`src/design/kct_pkg.sv`:
```
`default_nettype none

package kct_pkg;

    // k-mer split: high bits pick the page map entry, low bits the counter in the page
    localparam int MAP_IDX_W   = 10;
    localparam int SLOT_IDX_W  = 10;
    localparam int MAX_PAGES   = 16;
    localparam int COUNT_BITS  = 32;
    localparam int CFG_W       = 5;
    localparam int LIMIT_RESET = 16;

    localparam int KMER_BITS   = MAP_IDX_W + SLOT_IDX_W;
    localparam int NUM_PREFIX  = 1 << MAP_IDX_W;
    localparam int PAGE_SIZE   = 1 << SLOT_IDX_W;
    localparam int PAGE_W      = (MAX_PAGES > 1) ? $clog2(MAX_PAGES) : 1;
    localparam int USED_W      = $clog2(MAX_PAGES + 1);
    localparam int CMP_W       = (USED_W > CFG_W) ? USED_W : CFG_W;
    localparam int CNT_DEPTH   = MAX_PAGES * PAGE_SIZE;
    localparam int CNT_AW      = PAGE_W + SLOT_IDX_W;
    localparam int CLR_DEPTH   = (NUM_PREFIX > CNT_DEPTH) ? NUM_PREFIX : CNT_DEPTH;
    localparam int CLR_W       = (CLR_DEPTH > 1) ? $clog2(CLR_DEPTH) : 1;

    typedef enum logic {
        OP_ADD   = 1'b0,
        OP_QUERY = 1'b1
    } t_op;

    typedef enum logic {
        STAT_OK      = 1'b0,
        STAT_NO_ROOM = 1'b1
    } t_status;

    typedef struct packed {
        t_op                  op;
        logic [KMER_BITS-1:0] kmer;
    } t_req;

    typedef struct packed {
        logic [COUNT_BITS-1:0] count;
        t_status               status;
        logic [COUNT_BITS-1:0] peak_count;
        logic [KMER_BITS-1:0]  max_kmer;
    } t_res;

    typedef struct packed {
        logic              valid;
        logic [PAGE_W-1:0] page;
    } t_map_entry;

    typedef enum logic [1:0] {
        ST_CLEAR,
        ST_IDLE,
        ST_MAP,
        ST_CNT
    } t_state;

    // controller -> datapath
    typedef struct packed {
        logic clr_step;
        logic accept;
        logic map_step;
        logic cnt_step;
    } t_cmd;

    // datapath -> controller
    typedef struct packed {
        logic clr_last;
        logic need_cnt;
    } t_sts;

endpackage

`default_nettype wire

```
`src/design/kct_ctrl.sv`:
```
`default_nettype none

module kct_ctrl (
    input  wire logic         i_clk,
    input  wire logic         i_rst_n,
    input  wire logic         i_start,
    input  wire kct_pkg::t_sts i_sts,
    output kct_pkg::t_cmd     o_cmd,
    output logic              o_busy
);

    kct_pkg::t_state r_state;
    kct_pkg::t_state n_state;

    always_ff @(posedge i_clk) begin
        if (!i_rst_n) begin
            r_state <= kct_pkg::ST_CLEAR;
        end else begin
            r_state <= n_state;
        end
    end

    always_comb begin
        n_state = r_state;
        unique case (r_state)
            kct_pkg::ST_CLEAR: begin
                if (i_sts.clr_last) begin
                    n_state = kct_pkg::ST_IDLE;
                end
            end
            kct_pkg::ST_IDLE: begin
                if (i_start) begin
                    n_state = kct_pkg::ST_MAP;
                end
            end
            kct_pkg::ST_MAP: begin
                n_state = i_sts.need_cnt ? kct_pkg::ST_CNT : kct_pkg::ST_IDLE;
            end
            kct_pkg::ST_CNT: begin
                n_state = kct_pkg::ST_IDLE;
            end
            default: begin
                n_state = kct_pkg::ST_CLEAR;
            end
        endcase
    end

    always_comb begin
        o_cmd  = '0;
        o_busy = 1'b1;
        unique case (r_state)
            kct_pkg::ST_CLEAR: begin
                o_cmd.clr_step = 1'b1;
            end
            kct_pkg::ST_IDLE: begin
                o_busy       = 1'b0;
                o_cmd.accept = i_start;
            end
            kct_pkg::ST_MAP: begin
                o_cmd.map_step = 1'b1;
            end
            kct_pkg::ST_CNT: begin
                o_cmd.cnt_step = 1'b1;
            end
            default: begin
                o_busy = 1'b1;
            end
        endcase
    end

endmodule

`default_nettype wire

```
`config.mk`:
```
export PLATFORM = sky130hd
export DESIGN_NAME = kct_ctrl
export DESIGN_NICKNAME = d
export VERILOG_FILES = /design/src/design/kct_pkg.sv /design/src/design/kct_ctrl.sv
export SDC_FILE = /design/constraint.sdc
export NUM_CORES = 1
export LEC_CHECK = 0
export ABC_AREA = 1
export BUFFER_PORTS_ARGS = -buffer_cell sky130_fd_sc_hd__buf_4
export CAP_MARGIN = 25
export CORE_AREA = 3 3 40 42
export DETAILED_ROUTE_END_ITERATION = 6
export DIE_AREA = 0 0 43 45
export GPL_ROUTABILITY_DRIVEN = 1
export PLACE_DENSITY = 0.36
export SLEW_MARGIN = 20
export SYNTH_ARGS = -nofsm -noshare
export SYNTH_HDL_FRONTEND = slang
export SYNTH_SLANG_ARGS = --single-unit
```
`constraint.sdc`:
```
create_clock -name i_clk -period 1.31 [get_ports i_clk]
set_input_delay 0.262 -clock i_clk [delete_from_list [all_inputs] [get_ports i_clk]]
set_output_delay 0.262 -clock i_clk [all_outputs]
set_load 0.05 [all_outputs]
```
==> results of run 1 <==
-- path summary, 6_finish.rpt --
check / slack (ns) / endpoint / start / cells past startpoint
worst max-delay path: 0.004 / o_cmd[3] / r_state[0] / 3
worst max register to register: 0.24 / r_state[1] / r_state[0] / 6
worst min-delay path: 0.27 / r_state[0] / i_rst_n / 3
worst min register to register: 0.51 / r_state[0] / r_state[0] / 2
-- area by class of cell --
type | instances | area [um2]
Clock buffer | 3 | 22.52
Multi-Input combinational cell | 17 | 126.4
Tap cell | 15 | 18.77
Timing Repair Buffer | 9 | 90.09
Inverter | 7 | 28.78
Sequential cell | 2 | 47.55
Fill cell | 152 | 950.9
-- metal layers --
| metal | track usage [%] | vias to the layer above |
|---|---|---|
| met3 | 1.992 | 0 |
| li1 | - | 99 |
| met5 | 0 | - |
| met4 | 7.229 | 0 |
| met1 | 3.349 | 86 |
| met2 | 7.186 | 5 |
-- tightest hold or removal path, cell delays in order --
cell                      delay (ns)
sky130_fd_sc_hd__buf_4          0.11
sky130_fd_sc_hd__inv_1          0.04
sky130_fd_sc_hd__a21oi_1        0.03
-- through the flow --
| step | worst slack, ns | utilization [%] | hold slack, ns | cells |
|---|---|---|---|---|
| 6_report | 0.004073 | 26.00 | 0.2670 | 53 |
| 5_1_grt | -0.02634 | 26.00 | 0.2838 | 53 |
| 4_1_cts | -0.03577 | 23.86 | 0.2581 | 53 |
| 3_5_place_dp | 0.09538 | 20.55 | 0.5046 | 50 |
| 3_3_place_gp | 0.1061 | 20.55 | 0.4984 | 50 |
| 2_1_floorplan | 0.003371 | - | 0.3712 | 26 |
-- cells by family (layout without fill, tap and decap cells) --
kind of cell	after synthesis	after routing	share of synthesized area, %
DFF	2	2	22.54
and+or+nand+nor	11	11	28.87
buffers and inverters	7	19	14.79
AOI/OAI and AO/OA	2	2	5.634
adders and majority gates	4	4	28.17
-- cells in the final DEF (no fill, tap or decap) --
master / instances
sky130_fd_sc_hd__buf_4: 5
sky130_fd_sc_hd__inv_1: 5
sky130_fd_sc_hd__nor2_1: 1
sky130_fd_sc_hd__a21oi_1: 2
sky130_fd_sc_hd__dfxtp_4: 2
sky130_fd_sc_hd__buf_6: 2
sky130_fd_sc_hd__ha_4: 1
sky130_fd_sc_hd__inv_2: 1
sky130_fd_sc_hd__nand2_1: 8
sky130_fd_sc_hd__clkbuf_4: 3
sky130_fd_sc_hd__ha_2: 1
sky130_fd_sc_hd__nand2_4: 1
sky130_fd_sc_hd__buf_8: 2
sky130_fd_sc_hd__inv_4: 1
sky130_fd_sc_hd__ha_1: 2
sky130_fd_sc_hd__nand2_2: 1
-- power by group through the flow --
stage | combinational [mW] | sequential [mW] | clock (mW)
global route | 0.330 | 0.0992 | 0.145
global placement | 0.256 | 0.0865 | 0
floorplan | 0.195 | 0.0834 | 0
finish | 0.306 | 0.0973 | 0.135
CTS | 0.283 | 0.0901 | 0.147
detailed placement | 0.257 | 0.0871 | 0
-- timing repair --
action                     4_1_cts  5_1_grt
hold buffers                     0        0
cloned                           0        0
resized for setup                9        7
setup endpoints to repair        4        4
pin swaps                        1        1
==> run summary, run 1 <==
==================================================================================
Flip-flop count of the largest register, all copies and words added .            2
Maximum single-stage delay on the critical path .....................      0.35 ns
Largest net degree at the start of global routing ...................            5
Total power .........................................................     538.5 uW
Nets in the synthesized netlist .....................................           35
Final period utilization ............................................       99.69%
Post-synth EDFFs ....................................................            0
Seq cells post-synth ................................................            2
Final design area excluding fillers .................................    334.1 um2
Routed WL ...........................................................       427 um
Routed length per instance ..........................................     8.057 um
Pwr/cell area .......................................................  1612 nW/um2
Post-CTS setup repair buffer count ..................................            0
Leakage Power .......................................................    0.1831 nW
Max cap viols .......................................................            0
DRC violation count after routing ...................................            0
Most flops, register ................................................      r_state
Area after DPL ......................................................    264.0 um2
Placement row count .................................................           13
Dominant cell by count in the synthesized netlist ................... sky130_fd_sc_hd__nand2_1
List of cells traversed by the critical path ........................ inv_1, ha_2, buf_8
Antenna diode count .................................................            0
Cells after synthesis ...............................................           26
Outcome ............................................................. finished clean
Met2 layer wire length in the routed design .........................       241 um
Number of antenna violations at the first check in global routing ...            0
Floorplan core area .................................................     1285 um2
Number of buffers added by the clock tree synthesis step ............            3
Slew at the pin closest to its max-slew limit .......................    0.1471 ns
Clock slew seen by the registers of the worst setup and hold paths ..      0.03 ns
Share of final-layout standard cells stronger than drive strength 1 .       52.63%
WL met1 .............................................................       150 um
Final Wtd Congestion ................................................       0.5797
Critical path launch point type .....................................    flip-flop
Sequential fraction of the synthesis area ...........................       22.54%
CTS tree ............................................................         done
Final #Nets .........................................................           49
Total overflow reported by the global router ........................            0
Drt via density .....................................................        3.585
DR pass1 iterations .................................................            2
Number of levels in the clock H-tree ................................            1
Relative slew slack .................................................       90.27%
Final number of max-transition violations ...........................            0
HP Class ............................................................ primary input to flip-flop
Syn Area/Cell .......................................................    6.833 um2
Fmax achieved .......................................................    765.7 MHz
Combinational Power Share ...........................................        56.9%
CP max stage cell ................................................... sky130_fd_sc_hd__dfxtp_4
Most area-hungry cell type in the Yosys netlist ..................... sky130_fd_sc_hd__ha_1
Net load switching power ............................................     237.9 uW
Vias in the first global route ......................................          174
Global-route wire length before repair ..............................       593 um
Net switching share of the total power ..............................       44.17%
Number of buffer and inverter stages on the critical path ...........            2
Cell family with most CP delay ......................................   flip-flops
Effective utilization at floorplan ..................................       13.83%
Gr usage total ......................................................       4.568%
Reg power frac ......................................................        18.1%
Clock network fraction of total power ...............................        25.0%
Setup TNS ...........................................................         0 ns
Die Span Y ..........................................................        45 um
Largest regs ........................................................  r_state (2)
Detail Route met3 WL ................................................        35 um
Crit path required time .............................................      1.05 ns
Leading register cell type out of synthesis ......................... sky130_fd_sc_hd__dfxtp_1
Final Hold Viols ....................................................            0
Largest cells by area after synthesis ............................... sky130_fd_sc_hd__ha_1 28%, sky130_fd_sc_hd__dfxtp_1 23%, sky130_fd_sc_hd__nand2_1 17%
Setup violation total in the final timing report ....................            0
Antenna Nets Post-Route .............................................            0
Arr. time, crit path ................................................      1.04 ns
Later-pin clock latency in the skew report ..........................      0.22 ns
Cell area after synthesis ...........................................    177.7 um2
Die area ............................................................     1935 um2
Synth warnings ......................................................            0
Sink count of the clock tree ........................................            2
Count of unique library cells instantiated by Yosys .................            8
Via count of the routed design ......................................          190
Layout-stage area growth over the synthesis result ..................       88.03%
RSZ-0062 raised after global routing ................................          yes
Width of the chip ...................................................        43 um
Crit. End Element ...................................................  output port
Clock Root Buffer ................................................... sky130_fd_sc_hd__clkbuf_4
Crit Path Class ..................................................... flip-flop to output port
Number of DRC markers after the initial detailed-route iteration ....            1
Int Pwr .............................................................     300.6 uW
Number of buffers added on ports ....................................            9
Proportion of netlist area held by the largest area contributor .....       28.17%
CTS max path bufs ...................................................            2
Layout Skew .........................................................  0.001197 ns
Top cells by instance count after synthesis ......................... 8 x sky130_fd_sc_hd__nand2_1, 7 x sky130_fd_sc_hd__inv_1, 4 x sky130_fd_sc_hd__ha_1
Worst supply voltage drop on vdd ....................................     421.7 uV
Final worst path period need ........................................     1.306 ns
Highest metal used ..................................................         met3
FFs w/ async S/R, synth .............................................           0%
CP max FO ...........................................................            4
I/O pin cnt .........................................................           10
==================================================================================
(Power assumes the default switching activity.)
==> run 2: changes to the inputs <==
GPL_ROUTABILITY_DRIVEN = 0   (was 1)
SETUP_SLACK_MARGIN = 0.15   (was not set)
==> run 2 against run 1 <==
Effect of this change:
- the run now ends with setup timing left
- final cell count is 7.5% higher
- clock power about the same
- global-route usage rose by 1.2 points
- setup slack worse by 0.024 ns
- critical path depth up 2
- combinational power up 38%
- critical endpoint is now o_cmd[2]
==> run summary, run 2 (synthesized netlist as in run 1, its figures left out) <==
==================================================================================
Final worst path period need ........................................     1.330 ns   +0.02368 ns
Total power .........................................................     656.7 uW   +22%
Clock Root Buffer ................................................... sky130_fd_sc_hd__clkbuf_4
Pwr/cell area .......................................................  1500 nW/um2   -7.0%
Number of buffer and inverter stages on the critical path ...........            3   +1
DR pass1 iterations .................................................            1   -1
Arr. time, crit path ................................................      1.07 ns   +0.03 ns
Violations in the final reports ..................................... setup timing
Antenna diode count .................................................            0   unchanged
Effective utilization at floorplan ..................................       13.83%   unchanged
Crit Path Class ..................................................... flip-flop to output port
Max cap viols .......................................................            0   unchanged
Number of buffers added by the clock tree synthesis step ............            3   unchanged
Number of buffers added on ports ....................................            9   unchanged
Area after DPL ......................................................    312.8 um2   +18%
Routed WL ...........................................................       477 um   +12%
R2r setup slk .......................................................      0.13 ns   -0.11 ns
Final number of max-transition violations ...........................            0   unchanged
Number of levels in the clock H-tree ................................            1   unchanged
HP Class ............................................................ primary input to flip-flop
Antenna Nets Post-Route .............................................            0   unchanged
Worst supply voltage drop on vdd ....................................     562.6 uV   +33%
Most common library cell in the layout ignoring fill and taps ....... sky130_fd_sc_hd__buf_4
Commonest cells after routing, fill and taps aside .................. 8 x sky130_fd_sc_hd__buf_4, 7 x sky130_fd_sc_hd__nand2_1, 5 x sky130_fd_sc_hd__buf_8, 4 x sky130_fd_sc_hd__ha_4
Routed length per instance ..........................................     8.368 um   +3.9%
CP max FO ...........................................................            3   -1
Crit. End Element ...................................................  output port
Setup TNS ...........................................................  -0.01961 ns   -0.01961 ns
Final design area excluding fillers .................................    437.9 um2   +31%
Die area ............................................................     1935 um2   unchanged
Maximum single-stage delay on the critical path .....................      0.34 ns   about the same
Gr usage total ......................................................       5.814%   +1.2 points
Fmax achieved .......................................................    752.1 MHz   -1.8%
Final Hold Viols ....................................................            0   unchanged
Share of final-layout standard cells stronger than drive strength 1 .       71.43%   +19 points
CTS tree ............................................................         done
Worst hold slack after final layout .................................    0.2638 ns   -0.003124 ns
Total overflow reported by the global router ........................            0   unchanged
Number of DRC markers after the initial detailed-route iteration ....            0   -1
Drt via density .....................................................        3.474   -3.1%
Total of hold buffers inserted after clock tree synthesis ...........            0   unchanged
CP max stage cell ................................................... sky130_fd_sc_hd__dfxtp_2
Via count of the routed design ......................................          198   +4.2%
DP HPWL .............................................................     356.6 um
Setup violation total in the final timing report ....................            1   +1
Placement row count .................................................           13   unchanged
Final critical-path setup slack .....................................  -0.01961 ns   -0.02368 ns
Largest net degree at the start of global routing ...................            5   unchanged
Most flops, register ................................................      r_state
Outcome ............................................................. finished with violations
Flip-flop count of the largest register, all copies and words added .            2   unchanged
Global-route wire length before repair ..............................       779 um   +31%
Relative slew slack .................................................       92.65%   +2.4 points
Core utilization of the finished layout .............................       34.08%   +8.1 points
Final period utilization ............................................       101.5%   +1.8 points
I/O pin cnt .........................................................           10   unchanged
Die Span Y ..........................................................        45 um   unchanged
Width of the chip ...................................................        43 um   unchanged
Floorplan core area .................................................     1285 um2   unchanged
Clock slew seen by the registers of the worst setup and hold paths ..      0.03 ns   about the same
Number of antenna violations at the first check in global routing ...            0   unchanged
Cell family with most CP delay ......................................   flip-flops
CTS max path bufs ...................................................            2   unchanged
Vias in the first global route ......................................          202   +16%
Largest regs ........................................................  r_state (2)
DRC violation count after routing ...................................            0   unchanged
Crit path required time .............................................      1.05 ns   about the same
Critical path launch point type .....................................    flip-flop
Leakage Power .......................................................    0.2040 nW   +11%
Layout-stage area growth over the synthesis result ..................       146.5%
Slew at the pin closest to its max-slew limit .......................    0.1103 ns   -0.03681 ns
RSZ-0062 raised after global routing ................................          yes
Sink count of the clock tree ........................................            2   unchanged
Later-pin clock latency in the skew report ..........................      0.22 ns   about the same
Layout Skew .........................................................  0.003051 ns   +0.001854 ns
Final #Nets .........................................................           53   +8.2%
List of cells traversed by the critical path ........................ inv_4, ha_4, nand2_4, clkinvlp_4, buf_8
==================================================================================
[run 2: final timing paths]
| check | startpoint | endpoint | depth (start not counted) |
|---|---|---|---|
| worst max register to register | r_state[1] | r_state[1] | 8 |
| worst max-delay path | r_state[1] | o_cmd[2] | 5 |
| worst min register to register | r_state[0] | r_state[0] | 2 |
| worst min-delay path | i_rst_n | r_state[0] | 3 |
[run 2: tightest hold or removal path: stages]
cell and delay (ns):
sky130_fd_sc_hd__buf_4 0.11, sky130_fd_sc_hd__inv_1 0.04, sky130_fd_sc_hd__a21oi_1 0.03
[run 2: through the flow]
stage | std cells | worst slack, ns
floorplan | 26 | 0.1563
global placement | 50 | 0.1306
detailed placement | 50 | 0.1144
CTS | 55 | -0.03253
global route | 57 | -0.07496
finish | 57 | -0.01961
[run 2: routing by layer]
| metal | track usage, % | wire [um] | up-vias | part of all wire (%) |
|---|---|---|---|---|
| li1 | - | - | 106 | - |
| met1 | 4.785 | 179 | 87 | 38 |
| met2 | 9.880 | 263 | 5 | 55 |
| met3 | 3.187 | 34 | 0 | 7.1 |
| met4 | 5.422 | 0 | 0 | 0 |
| met5 | 0 | 0 | - | 0 |
[run 2: cell type report]
type / instances / area, um2
fill: 146 / 847.1
multi-input combinational: 17 / 177.7
timing repair buffer: 13 / 135.1
sequential: 2 / 45.04
inverter: 7 / 38.79
clock buffer: 3 / 22.52
tap: 15 / 18.77
[run 2: timing repair]
action,in CTS,in global routing
buffers inserted,2,2
endpoints found under the hold margin,0,0
pin swaps,1,5
resized for setup,12,8
endpoints found under the setup margin,6,5
[run 2: report_power, final]
part	leakage (nW)	switching (mW)	internal, mW
combinational	0.173	0.228	0.194
sequential	0.0175	0.0220	0.0780
clock	0.0138	0.0331	0.101
total	0.204	0.284	0.373
